--- src/design/tpem_pkg.sv ---
package tpem_pkg;

   // field widths
   localparam int PULSES_W = 12;
   localparam int TARIFF_W = 2;
   localparam int BUTTON_W = 2;
   localparam int POWER_W  = 23;
   localparam int RELAY_W  = 2;
   localparam int ENERGY_W = 32;
   localparam int LIMIT_W  = 32;

   // default sizing
   localparam int DEF_WINDOW  = 4;
   localparam int DEF_TARIFFS = 3;
   localparam int DEF_PERIODS = 5;

   // metering constants
   localparam int unsigned PULSES_PER_UNIT = 2974;
   localparam int unsigned WH_PER_UNIT     = 10;
   localparam int unsigned POWER_PER_PULSE = 1160;
   localparam int unsigned POWER_MAX       = 4750200;
   localparam logic [LIMIT_W-1:0] LIMIT_RESET = 32'hFFFF_FFFF;

   // button codes
   localparam logic [BUTTON_W-1:0] BTN_NONE = 2'd0;
   localparam logic [BUTTON_W-1:0] BTN_ON   = 2'd1;
   localparam logic [BUTTON_W-1:0] BTN_OFF  = 2'd2;

   // relay command codes
   localparam logic [RELAY_W-1:0] RELAY_NONE   = 2'd0;
   localparam logic [RELAY_W-1:0] RELAY_ON     = 2'd1;
   localparam logic [RELAY_W-1:0] RELAY_OFF    = 2'd2;
   localparam logic [RELAY_W-1:0] RELAY_OFF_ON = 2'd3;

   typedef struct packed {
      logic [PULSES_W-1:0] pulses;
      logic [TARIFF_W-1:0] tariff;
      logic [BUTTON_W-1:0] button;
   } tpem_item_type;

   typedef struct packed {
      logic [ENERGY_W-1:0] total_energy;
      logic [ENERGY_W-1:0] tariff_energy;
   } tpem_energy_type;

   typedef struct packed {
      logic [POWER_W-1:0] power_now;
      logic               over_limit;
      logic [RELAY_W-1:0] relay_command;
   } tpem_power_type;

endpackage

--- src/design/tpem_energy.sv ---
module tpem_energy
   import tpem_pkg::*;
#(
   parameter int TARIFFS = DEF_TARIFFS,
   parameter int PERIODS = DEF_PERIODS
) (
   input  logic            clock,
   input  logic            reset,
   input  logic            step,
   input  tpem_item_type   item,
   output tpem_energy_type energy
);

   localparam int ROWS  = TARIFFS + 1;
   localparam int ROW_W = (ROWS > 1) ? $clog2(ROWS) : 1;
   localparam int ACC_W = PULSES_W + 1;
   localparam int ADD_W = $clog2(2 * WH_PER_UNIT + 1);
   localparam logic [ACC_W-1:0] ONE_UNIT = ACC_W'(PULSES_PER_UNIT);
   localparam logic [ACC_W-1:0] TWO_UNIT = ACC_W'(2 * PULSES_PER_UNIT);

   logic [PULSES_W-1:0] remainder_ff;
   logic [PULSES_W-1:0] remainder_in;
   logic [ENERGY_W-1:0] energy_ff [ROWS][PERIODS];

   logic [ACC_W-1:0] acc;
   logic             ge_one;
   logic             ge_two;
   logic [ADD_W-1:0] add;
   logic             tariff_ok;
   logic [ROW_W-1:0] row;

   // at most two 10 Wh units per tick since remainder stays below one unit
   always_comb begin
      acc    = {1'b0, remainder_ff} + {1'b0, item.pulses};
      ge_two = (acc >= TWO_UNIT);
      ge_one = (acc >= ONE_UNIT);
      if (ge_two) begin
         remainder_in = PULSES_W'(acc - TWO_UNIT);
         add          = ADD_W'(2 * WH_PER_UNIT);
      end else if (ge_one) begin
         remainder_in = PULSES_W'(acc - ONE_UNIT);
         add          = ADD_W'(WH_PER_UNIT);
      end else begin
         remainder_in = PULSES_W'(acc);
         add          = '0;
      end
      tariff_ok = (item.tariff != '0) && (int'(item.tariff) <= TARIFFS);
      row       = ROW_W'(item.tariff);
   end

   always_ff @(posedge clock) begin
      if (reset) begin
         remainder_ff <= '0;
         for (int r = 0; r < ROWS; r++) begin
            for (int p = 0; p < PERIODS; p++) begin
               energy_ff[r][p] <= '0;
            end
         end
      end else if (step) begin
         remainder_ff <= remainder_in;
         for (int r = 0; r < ROWS; r++) begin
            for (int p = 0; p < PERIODS; p++) begin
               if (r == 0 || (tariff_ok && ROW_W'(r) == row)) begin
                  energy_ff[r][p] <= energy_ff[r][p] + ENERGY_W'(add);
               end
            end
         end
      end
   end

   // result shows the first period after this tick's update
   always_comb begin
      energy.total_energy = energy_ff[0][0] + ENERGY_W'(add);
      if (tariff_ok) begin
         energy.tariff_energy = energy_ff[row][0] + ENERGY_W'(add);
      end else begin
         energy.tariff_energy = '0;
      end
   end

endmodule

--- src/design/tpem_power.sv ---
module tpem_power
   import tpem_pkg::*;
#(
   parameter int WINDOW = DEF_WINDOW
) (
   input  logic               clock,
   input  logic               reset,
   input  logic               step,
   input  tpem_item_type      item,
   input  logic [LIMIT_W-1:0] power_limit,
   output tpem_power_type     power
);

   localparam int WIN_W  = $clog2(WINDOW);
   localparam int SUM_W  = PULSES_W + WIN_W;
   localparam int SHIFT  = SUM_W + WIN_W;
   localparam longint unsigned PWR_MULT =
      (longint'(POWER_PER_PULSE) * (64'd1 << SHIFT) + longint'(WINDOW) - 1) / WINDOW;
   localparam int PROD_W = SHIFT + POWER_W;

   logic [SUM_W-1:0]  win_sum;
   logic [PROD_W-1:0] prod;
   logic [POWER_W-1:0] power_now;
   logic               over;

   generate
      if (WINDOW > 1) begin : g_hist
         localparam int HIST = WINDOW - 1;
         logic [PULSES_W-1:0] hist_ff [HIST];
         logic [SUM_W-1:0]    hsum_ff;

         // running sum of the stored counts, one add and one subtract per tick
         always_ff @(posedge clock) begin
            if (reset) begin
               hsum_ff <= '0;
               for (int i = 0; i < HIST; i++) begin
                  hist_ff[i] <= '0;
               end
            end else if (step) begin
               hsum_ff <= hsum_ff - SUM_W'(hist_ff[0]) + SUM_W'(item.pulses);
               for (int i = 0; i < HIST - 1; i++) begin
                  hist_ff[i] <= hist_ff[i + 1];
               end
               hist_ff[HIST-1] <= item.pulses;
            end
         end

         assign win_sum = hsum_ff + SUM_W'(item.pulses);
      end else begin : g_nohist
         assign win_sum = SUM_W'(item.pulses);
      end
   endgenerate

   // sum * 1160 / WINDOW as one multiply by a scaled reciprocal, exact for all sums
   assign prod      = PROD_W'(win_sum) * PROD_W'(PWR_MULT);
   assign power_now = prod[SHIFT +: POWER_W];
   assign over      = (LIMIT_W'(power_now) > power_limit);

   always_comb begin
      power.power_now  = power_now;
      power.over_limit = over;
      power.relay_command = over ? RELAY_OFF : RELAY_NONE;
      case (item.button)
         BTN_ON:  power.relay_command = over ? RELAY_OFF_ON : RELAY_ON;
         BTN_OFF: power.relay_command = RELAY_OFF;
         default: ;
      endcase
   end

endmodule

--- src/design/tariff_pulse_energy_meter_core.sv ---
// a beat accepted into the input stage moves on to the result stage, which drives rsp_
// throughput: one beat per cycle unless stalled; remainder, history and accumulators update on the step
// a stalled result holds the result stage, the input stage stalls once it is also full
// reset: synchronous, active high; clears remainder, interval history, all accumulators,
// both pipeline valids, and sets power_limit to all ones
// no clearing pass, the core is ready in the cycle after reset drops
module tariff_pulse_energy_meter_core
   import tpem_pkg::*;
#(
   parameter int WINDOW  = DEF_WINDOW,
   parameter int TARIFFS = DEF_TARIFFS,
   parameter int PERIODS = DEF_PERIODS
) (
   input  logic                clock,
   input  logic                reset,

   // input beat
   input  logic                req_valid,
   output logic                req_stall,
   input  logic [PULSES_W-1:0] req_pulses,
   input  logic [TARIFF_W-1:0] req_tariff,
   input  logic [BUTTON_W-1:0] req_button,

   // result beat
   output logic                rsp_valid,
   input  logic                rsp_stall,
   output logic [POWER_W-1:0]  rsp_power_now,
   output logic                rsp_over_limit,
   output logic [RELAY_W-1:0]  rsp_relay_command,
   output logic [ENERGY_W-1:0] rsp_total_energy,
   output logic [ENERGY_W-1:0] rsp_tariff_energy,

   // power limit register
   input  logic                csr_write,
   input  logic [LIMIT_W-1:0]  csr_wdata
);

   // input register stage
   logic          in_vld_ff;
   logic          in_vld_in;
   tpem_item_type in_item_ff;

   // result register stage
   logic            out_vld_ff;
   logic            out_vld_in;
   tpem_energy_type out_energy_ff;
   tpem_power_type  out_power_ff;

   logic [LIMIT_W-1:0] limit_ff;

   tpem_energy_type energy;
   tpem_power_type  power;

   logic          advance;
   logic          step;
   tpem_item_type req_item;

   // result slot frees when empty or taken this cycle
   assign advance   = !out_vld_ff || !rsp_stall;
   // state updates exactly when the input stage hands its beat to the result stage
   assign step      = in_vld_ff && advance;
   // input stage takes a new beat whenever it is empty or draining
   assign req_stall = in_vld_ff && !advance;

   always_comb begin
      req_item.pulses = req_pulses;
      req_item.tariff = req_tariff;
      req_item.button = req_button;
      in_vld_in  = req_stall ? in_vld_ff : req_valid;
      out_vld_in = advance ? in_vld_ff : out_vld_ff;
   end

   always_ff @(posedge clock) begin
      if (reset) begin
         in_vld_ff  <= 1'b0;
         out_vld_ff <= 1'b0;
         limit_ff   <= LIMIT_RESET;
      end else begin
         in_vld_ff  <= in_vld_in;
         out_vld_ff <= out_vld_in;
         if (csr_write) begin
            limit_ff <= csr_wdata;
         end
      end
   end

   // payload registers, no reset needed
   always_ff @(posedge clock) begin
      if (req_valid && !req_stall) begin
         in_item_ff <= req_item;
      end
      if (step) begin
         out_energy_ff <= energy;
         out_power_ff  <= power;
      end
   end

   // pulse remainder and per-tariff period accumulators
   tpem_energy #(
      .TARIFFS (TARIFFS),
      .PERIODS (PERIODS)
   ) u_energy (
      .clock  (clock),
      .reset  (reset),
      .step   (step),
      .item   (in_item_ff),
      .energy (energy)
   );

   // windowed power, limit compare and relay request
   tpem_power #(
      .WINDOW (WINDOW)
   ) u_power (
      .clock       (clock),
      .reset       (reset),
      .step        (step),
      .item        (in_item_ff),
      .power_limit (limit_ff),
      .power       (power)
   );

   assign rsp_valid         = out_vld_ff;
   assign rsp_power_now     = out_power_ff.power_now;
   assign rsp_over_limit    = out_power_ff.over_limit;
   assign rsp_relay_command = out_power_ff.relay_command;
   assign rsp_total_energy  = out_energy_ff.total_energy;
   assign rsp_tariff_energy = out_energy_ff.tariff_energy;

endmodule

--- config.mk ---
export PLATFORM = sky130hd
export DESIGN_NAME = tariff_pulse_energy_meter_core
export DESIGN_NICKNAME = d
export VERILOG_FILES = /design/src/design/tpem_pkg.sv /design/src/design/tpem_energy.sv /design/src/design/tpem_power.sv /design/src/design/tariff_pulse_energy_meter_core.sv
export SDC_FILE = /design/constraint.sdc
export NUM_CORES = 1
export LEC_CHECK = 0
export ABC_CLOCK_PERIOD_IN_PS = 10600
export BUFFER_PORTS_ARGS = -buffer_cell sky130_fd_sc_hd__buf_2
export CELL_PAD_IN_SITES_DETAIL_PLACEMENT = 1
export CELL_PAD_IN_SITES_GLOBAL_PLACEMENT = 2
export CORE_AREA = 2 2 222 224
export CTS_CLUSTER_DIAMETER = 200
export DETAILED_ROUTE_END_ITERATION = 10
export DIE_AREA = 0 0 224 226
export PLACE_DENSITY = 0.89
export SLEW_MARGIN = 40
export SYNTH_ARGS = -nofsm -noshare
export SYNTH_HDL_FRONTEND = slang
export SYNTH_SLANG_ARGS = --single-unit
export TNS_END_PERCENT = 30
--- constraint.sdc ---
create_clock -name clock -period 10.6 [get_ports clock]
set_clock_uncertainty 0.05 [all_clocks]
set_input_delay 1.59 -clock clock [delete_from_list [all_inputs] [get_ports clock]]
set_output_delay 1.59 -clock clock [all_outputs]
set_load 0.05 [all_outputs]
# After elaboration in Yosys (flattened, before gate mapping)
# Memories as Yosys holds them, arrays and structs flattened. A register that Yosys moved wholly into a read port is not among the register bits.
# Index checks and enable logic that the tools add are counted.
# totals
register_bits,165
latch_bits,0
ram_bits,676
mem_bits_ro,0
in_bits,53
out_inout_bits,92
word_cells,134
memories,2
# memory_table
memory,words,word_bits,read_ports,rd_clocked_by_memory_dff,wr,line_no,rtl
u_energy.energy_ff,4,160,5,1,4,tpem_energy.sv:23,logic [ENERGY_W-1:0] energy_ff [ROWS][PERIODS];
u_power.g_hist.hist_ff,3,12,3,0,3,tpem_power.sv:29,logic [PULSES_W-1:0] hist_ff [HIST];
# classes
n_addsub,27
multipliers,1
div_mod_pow,0
magnitude_cmp,3
n_eq_ne,5
n_shift,0
n_mux,48
bitwise,23
reduce_logical,12
# ops
operator,count
$add A32 B5 Y32,21
$mux W32,20
$mux W12,5
$gt A23 B32 Y1,1
$add A14 B12 Y14,2
$or A1 B1 Y1,23
$mul A14 B8 Y22 const B,1
$mux W1,17
$sub A14 B12 Y14,1
$add A12 B12 Y13,1
$ge A13 B12 Y1 const B,1
$ge A13 B13 Y1 const B,1
$sub A12 B11 Y12 const B,1
$sub A12 B12 Y12 const B,1
$logic_and A1 B1 Y1,6
$mux W2,3
$mux W5,1
$eq A2 B2 Y1 const A,2
$logic_not A1 Y1,4
$mux W4,1
$pmux W2 S2,1
$eq A1 B2 Y1 const A,1
$eq A2 B1 Y1 const B,1
$eq A2 B2 Y1 const B,1
other kinds (2),2

# Longest topological paths before layout
# Gate-level depths: netlist of the first run.
# depth
word_depth,7
ltp_mapped,33
mapped_depth_nobuf,33

# Modules after synthesis
# Synthesis of the first run repeated with hierarchy kept, for this count alone.
# unflattened
cells_unflattened,2168
area_unflattened_um2,22007.4
# by_module_without_submodules
module,instances,cells_each,area_per_inst_um2,seq_area_each_um2
tpem_energy,1,1357,12059.1,3963.8
tpem_power,1,588,5482.8,1361.3
tariff_pulse_energy_meter_core,1,223,4465.5,3863.7

# Worst setup path before layout of the first run
# Ideal clock, no wire load.
# synth_path
path_type,register to register
start,reg in_item_ff[4] in the netlist's numbering
end,reg out_power_ff (netlist bit rsp_relay_command[1]) (data pin)
setup_time_ns,0.262
t_arrival_ns,5.965
t_required_ns,10.288
slack_ns,4.323
stages_incl_launch_ff,33
n_path_buf,0
period_less_slack_ns,6.277
cell_sequence,edfxtp_1 -> ha_1 -> inv_1 -> fa_1 -> nor2b_1 -> o21ai_0 -> a21boi_0 -> o21ai_0 -> nand2_1 -> a21o_1 -> nand2_1 -> nor2b_1 -> xnor2_1 -> inv_1 -> fa_1 -> inv_1 -> ha_1 -> ha_1 -> a21o_1 -> a21oi_1 -> o21bai_1 -> a21oi_1 -> o21bai_1 -> a41o_1 -> o41ai_1 -> o21bai_1 -> a21oi_1 -> xnor2_1 -> ha_1 -> nand3_1 -> nand3b_1 -> o311a_1 -> or2_2
# synth_lines
element,line_no,rtl
from (decl),tariff_pulse_energy_meter_core.sv:41,tpem_item_type in_item_ff;
from (signal assigned),tariff_pulse_energy_meter_core.sv:90,in_item_ff <= req_item;
to (signal assigned),tariff_pulse_energy_meter_core.sv:94,out_power_ff <= power;
to (decl),tariff_pulse_energy_meter_core.sv:47,tpem_power_type out_power_ff;

==> qor.yml, run 1 <==
outcome:
  outcome: "finished, final reports clean"
yosys:
  synthCells: 1765
  synth_fa_ha_area_frac: 0.116
  synth_compound_area_frac: 0.0825
  yosysWarnings: 0
  synthXorXnorAreaFrac: 0.0853
  synth_mux_area_frac: 0.0440
  synth_top_family_by_area: "simple AND/OR/NAND/NOR gates"
  synth-edff-count: 263
  netlist_area_um2: 19100
  seq_area_frac_synth: 0.479
  synthFlopType: "edfxtp_1"
  ys_types: 69
  synthArstFlopShare: 0
  avgSynthCellArea_um2: 10.8
  yosys-top-cells-area: "edfxtp_1 (41%), ha_1 (8.8%), dfxtp_1 (6.5%)"
  synth_seq_cells: 325
  synth-simple-area-share: 0.154
  netlist.top_cell.by_area: "edfxtp_1"
  yosys.area.top_type_share: 0.414
floorplan:
  rows: 81
  fp.dieW_um: 224
  die-area_um2: 50600
  core-area_um2: 48300
  ios: 145
  initial_core_util: 0.395
  fp.dieH_um: 226
clock_tree:
  numCtsBuffers: 39
  clkTransAtPathRegs_ns: 0.06
  ctsHtreeMaxLevel: 2
  post_cts_resized: 0
  clock_path_buffers: 3
  cts_root_buffer: "clkbuf_16"
  holdBufCountCts: 0
  clock_latency_ns: 0.57
  post_cts_buffers: 0
  cts_tree: "yes"
  clock_sinks: 325
timing:
  finalMaxSlewViolations: 0
  rsz0062_at_grt: "no"
  fin_tns_setup_ns: 0
  period_share: 0.667
  slew_headroom: 0.490
  fin_crit_ns: 7.07
  finalSetupViolCount: 0
  hold_viol: 0
  timing.fmax_mhz: 141
  worst_slew_pin_slew_ns: 0.762
power:
  p_per_area_nw_per_um2: 236
  peakVddDrop_uv: 135
  p_leak_uw: 0.00914
critical_path:
  worstPathRequired_ns: 10.86
  end_kind: "register"
  worst-setup-path-type: "register to register"
  crit_slowest_cell: "fa_1"
  crit_fanout: 4
  cp-start-kind: "register"
  slowest_delay_ns: 0.48
  crit_arrival_ns: 7.33
finish:
  final_common_cell: "edfxtp_1"
  area_delta_synth_final_pct: 14.1
  fillCellCount: 5242
  multi_input_area_um2: 9260
  regArea_um2: 9140
  finalNetCount: 2120
  drive_gt1_frac: 0.142
  antenna_cells: 0
  finish.instance_area_um2: 21800
  most-common-layout-cells: "edfxtp_1 (263), nor2_1 (194), nand2_1 (147)"
placement:
  placed_area_um2: 20500
  port_buffers: 141
  dp_hpwl_um: 36700
  gp_congestion: 0.861
detailed_routing:
  ant_nets: 0
  viasPerCell: 5.40
  finalWirelength_um: 50800
  vias: 13825
  drc: 0
  drt_pass1_iterations: 5
  wire_per_inst_um: 19.9
  first_iter_violations: 751
global_routing:
  track_usage: 0.204
  antenna_found_initial: 0
  grt_max_degree: 83
  first_global_vias: 14902
  overflow: 0
  grt_pass1_wl_um: 81300
flow_run:
  cap_violations: 0
hold_path:
  hold_path.class: "register to register"
-- synth_stat cells, types with 3 or more instances --
cell,number
buf_2,6
edfxtp_1,263
nor3_1,16
nor2b_1,21
inv_1,135
a211oi_1,6
xor2_1,101
buf_4,7
xnor2_1,85
o22ai_1,4
nand2b_1,7
o21a_1,5
and3_1,72
dfxtp_1,62
or2_2,3
a31o_2,4
and3b_1,3
nor2_1,196
o41ai_1,4
fa_1,26
a21oi_1,67
o211ai_1,27
nand4_1,13
mux4_2,31
or3_1,19
ha_1,135
a21boi_0,4
o21bai_1,10
nand2_1,148
nor4_1,6
nand3_1,55
clkbuf_1,41
a31oi_1,6
mux2i_1,13
a211o_1,3
a21o_1,28
o21ai_0,48
and4_1,8
and2_1,38
-- kinds of logic after synthesis --
| kind of cell | after synthesis |
|---|---|
| mux | 45 |
| other cells | 1 |
| fa+ha+maj | 161 |
| xor+xnor | 186 |
| simple gates | 614 |
| flops | 325 |
| compound gates | 241 |
| buf+inv | 192 |
-- metrics by stage --
stage | utilization | hold slack (ns) | power (µW) | instances | setup WS, ns
after floorplan | - | 0.379 | 3290 | 1767 | 4.32
after global placement | 0.423 | 0.397 | 3720 | 2486 | 3.70
after detailed placement | 0.424 | 0.405 | 3830 | 2486 | 3.56
after CTS | 0.450 | 0.413 | 5190 | 2557 | 3.47
after global routing | 0.451 | 0.442 | 5520 | 2558 | 2.90
final | 0.451 | 0.412 | 5140 | 2558 | 3.53
-- final timing paths --
path | startpoint | to | slack (ns) | cells past startpoint
max | in_item_ff[4]$_DFFE_PP_ | rsp_relay_command[1]$_DFFE_PP_ | 3.53 | 33
min | u_energy.remainder_ff[7]$_SDFFE_PP0P_ | u_energy.remainder_ff[7]$_SDFFE_PP0P_ | 0.41 | 2
min reg2reg | u_energy.remainder_ff[7]$_SDFFE_PP0P_ | u_energy.remainder_ff[7]$_SDFFE_PP0P_ | 0.41 | 2
max reg2reg | in_item_ff[4]$_DFFE_PP_ | rsp_relay_command[1]$_DFFE_PP_ | 3.53 | 33
-- power by group --
part | internal, µW | switching (µW)
logic | 851 | 1310
clock network | 774 | 559
registers | 1570 | 77.9
-- cell type report --
cell class	instances	share of cell area
Clock inverter	22	0.00965
Clock buffer	49	0.0479
Inverter	135	0.0234
Tap cell	622	0.0357
Timing Repair Buffer	155	0.0386
Sequential cell	325	0.420
Multi-Input combinational cell	1250	0.425
-- critical path: cells and delay by family (launching register included) --
family	cells	cell delay, ns
XOR/XNOR	2	0.33
AND/OR/NAND/NOR	5	0.72
adder cells (fa/ha/maj)	6	1.86
AO/OA/AOI/OAI	17	3.20
buffers and inverters	3	0.19
flip-flops	1	0.46
-- per-layer routing --
layer	share of wire	wire length, µm	track usage	vias up
met1	0.43	22100	0.255	6934
met3	0.040	2050	0.0359	96
met4	0.032	1630	0.0718	0
li1	-	-	-	6535
met2	0.49	25100	0.355	260
met5	0	0	0	-
-- state kept, by name (all words and copies together) (netlist names), named ones only --
register	cells
u_energy.energy_ff	124
u_power.g_hist.hist_ff	36
limit_ff	32
rsp_tariff_energy	31
rsp_total_energy	31
rsp_power_now	22
in_item_ff	16
u_power.g_hist.hsum_ff	14
u_energy.remainder_ff	12
rsp_relay_command	2
in_vld_ff	1
rsp_over_limit	1
rsp_valid	1
Power figures use the tool's default switching activity.
==> run 2, diff against run 1 <==
Settings changed: ABC_AREA from default to 1, ABC_CLOCK_PERIOD_IN_PS 10600 to 7100, CORE_AREA 2 2 222 224 to 2 2 236 238, DIE_AREA 0 0 224 226 to 0 0 238 240, PLACE_DENSITY 0.89 to 0.91.
Clock period 10.6 ns to 7.1 ns, I/O delays scaled along.
==> run 2 against run 1 <==
Against the previous run:
- maximum frequency increased by 5.0%
- cell count increased by 30%
- critical path depth decreased by 7
- sequential share of layout area decreased by 2.9 points
==> qor.yml, run 2 <==
timing:
  hold_viol: 0
  rsz0062_at_grt: "no"
  slew_headroom: 0.436
  timing.fmax_mhz: 149
  period_share: 0.948
  fin_tns_setup_ns: 0
  fin_crit_ns: 6.73
  setup_ws_ns: 0.370
  finalSetupViolCount: 0
  finalMaxSlewViolations: 0
  worst_slew_pin_slew_ns: 0.846
detailed_routing:
  ant_nets: 0
  viasPerCell: 5.24
  finalWirelength_um: 62300
  drt_pass1_iterations: 5
  first_iter_violations: 887
  drc: 0
  vias: 17378
  wire_per_inst_um: 18.8
power:
  power_frac_seq: 0.306
  p_switching_uw: 3220
  pwr-share-comb: 0.419
  p_clk_frac: 0.275
  peakVddDrop_uv: 229
  swShare: 0.402
  p_leak_uw: 0.0102
  internal-power_uw: 4790
  p_per_area_nw_per_um2: 342
clock_tree:
  clock_latency_ns: 0.57
  numCtsBuffers: 40
  clkTransAtPathRegs_ns: 0.06
  ctsHtreeMaxLevel: 2
  post_cts_buffers: 0
  cts_tree: "yes"
  clock_sinks: 325
  clock_path_buffers: 3
  holdBufCountCts: 0
  post_cts_resized: 0
  cts_root_buffer: "clkbuf_16"
placement:
  port_buffers: 141
  dpl.cell_count: 3245
  gp_congestion: 0.868
  dp_hpwl_um: 47000
  place_ws_ns: 0.284
finish:
  fin_cells: 3319
  final_common_cell: "nand2_1"
  area_delta_synth_final_pct: 13.6
  fillCellCount: 6543
  reg.largest.list: "u_energy.energy_ff: 124 flops, u_power.g_hist.hist_ff: 36 flops, limit_ff: 32 flops"
  most-common-layout-cells: "nand2_1 (423), inv_1 (393), edfxtp_1 (263)"
  largest_register_ffs: 124
  drive_gt1_frac: 0.118
  finalNetCount: 2797
  antenna_cells: 0
  largest_register: "u_energy.energy_ff"
yosys:
  synthArstFlopShare: 0
  synth_commonest_cells: "nand2_1 (423), inv_1 (396), edfxtp_1 (263)"
  synth-edff-count: 263
  netlist_area_um2: 20600
  ys_types: 63
  yosysWarnings: 0
  synth_seq_cells: 325
  yosys.area.top_type_share: 0.383
  avgSynthCellArea_um2: 8.43
  yosysMostFrequentCell: "nand2_1"
  seq_area_frac_synth: 0.444
  yosys-top-cells-area: "edfxtp_1 (38%), ha_1 (8.2%), nand2_1 (7.7%)"
  synthCells: 2443
  synthFlopType: "edfxtp_1"
  netlist.top_cell.by_area: "edfxtp_1"
critical_path:
  rrSetupSlack_ns: 0.37
  crit_fanout: 4
  crit_arrival_ns: 6.99
  end_kind: "register"
  cp-start-kind: "register"
  crit_slowest_cell: "fa_1"
  cp_top_family: "compound AO/OA/AOI/OAI gates"
  worst-setup-path-type: "register to register"
  worstPathRequired_ns: 7.36
  slowest_delay_ns: 0.49
  crit_buf_inv: 1
floorplan:
  initial_core_util: 0.377
  rows: 86
  core-area_um2: 54700
  die-area_um2: 57100
  ios: 145
  fp.dieH_um: 240
  fp.dieW_um: 238
outcome:
  outcome: "finished, final reports clean"
global_routing:
  grt_max_degree: 58
  first_global_vias: 18271
  overflow: 0
  track_usage: 0.217
  antenna_found_initial: 0
  grt_pass1_wl_um: 98200
flow_run:
  cap_violations: 0
hold_path:
  hold_path.class: "register to register"
## run 2: changes by cell type in the layout (fill, tap and decap cells not counted), moves of 24 or more
cell      previous run  this run
o211ai_1            27         3
and3_1              72         2
xnor2_1             85        11
nand3_1             55       114
a21o_1              28         3
nor2_1             194       252
o21ai_0             47       125
and2_1              38         3
nor3_1              16        83
mux4_2              31         0
inv_1              131       393
xor2_1             101        42
nand2_1            147       423
a21oi_1             67       209
## run 2: cell families after synthesis
kind of cell,count (synthesis),share of synthesized area
simple gates,1014,0.220
compound gates,426,0.116
xor+xnor,53,0.0225
other cells,1,0.000182
fa+ha+maj,161,0.107
buf+inv,463,0.0908
flops,325,0.444
## run 2: path summary, 6_finish.rpt
kind,start,end,depth (start not counted)
max,in_item_ff[4]$_DFFE_PP_,rsp_relay_command[1]$_DFFE_PP_,26
max reg2reg,in_item_ff[4]$_DFFE_PP_,rsp_relay_command[1]$_DFFE_PP_,26
min reg2reg,limit_ff[28]$_SDFFE_PP1P_,limit_ff[28]$_SDFFE_PP1P_,2
min,limit_ff[28]$_SDFFE_PP1P_,limit_ff[28]$_SDFFE_PP1P_,2
## run 2: layout make-up
type                       instances  area [µm²]  area share
clock buffer                      54        1080      0.0464
clock inverter                    20         295      0.0126
inverter                         404        1530      0.0653
multi-input combinational       1657        9660       0.413
sequential                       325        9140       0.391
tap                              704         881      0.0376
timing repair buffer             155         813      0.0348
## run 2: metal layers
metal / track usage / up-vias / routed length, µm
li1: - / 8452 / -
met1: 0.275 / 8519 / 27800
met2: 0.387 / 318 / 30500
met3: 0.0332 / 89 / 2540
met4: 0.0551 / 0 / 1420
met5: 0 / - / 0
## run 2: stage by stage
stage / cell area, µm² / util / power [µW] / hold WS (ns)
after floorplan: 20600 / - / 4880 / 0.379
after global placement: 22000 / 0.403 / 5630 / 0.390
after detailed placement: 22000 / 0.403 / 5840 / 0.398
after CTS: 23400 / 0.428 / 8080 / 0.414
after global routing: 23400 / 0.428 / 8550 / 0.443
final: 23400 / 0.428 / 8010 / 0.407
## run 2: worst reg2reg max path: cells and delay by family, from the launching register on
kind                     cells  cell delay, ns
XOR/XNOR                     1            0.37
buffers and inverters        1            0.06
flip-flops                   1            0.41
AND/OR/NAND/NOR              5            0.55
AO/OA/AOI/OAI               13            2.94
adder cells (fa/ha/maj)      6            2.09
## run 2: power by group through the flow
| stage | sequential, µW | clock [µW] | combinational, µW |
|---|---|---|---|
| 6_report | 2450 | 2200 | 3350 |
| 2_1_floorplan | 2710 | 0 | 2160 |
| 4_1_cts | 2460 | 2250 | 3380 |
| 3_3_place_gp | 2490 | 0 | 3140 |
| 3_5_place_dp | 2490 | 0 | 3340 |
| 5_1_grt | 2470 | 2310 | 3770 |
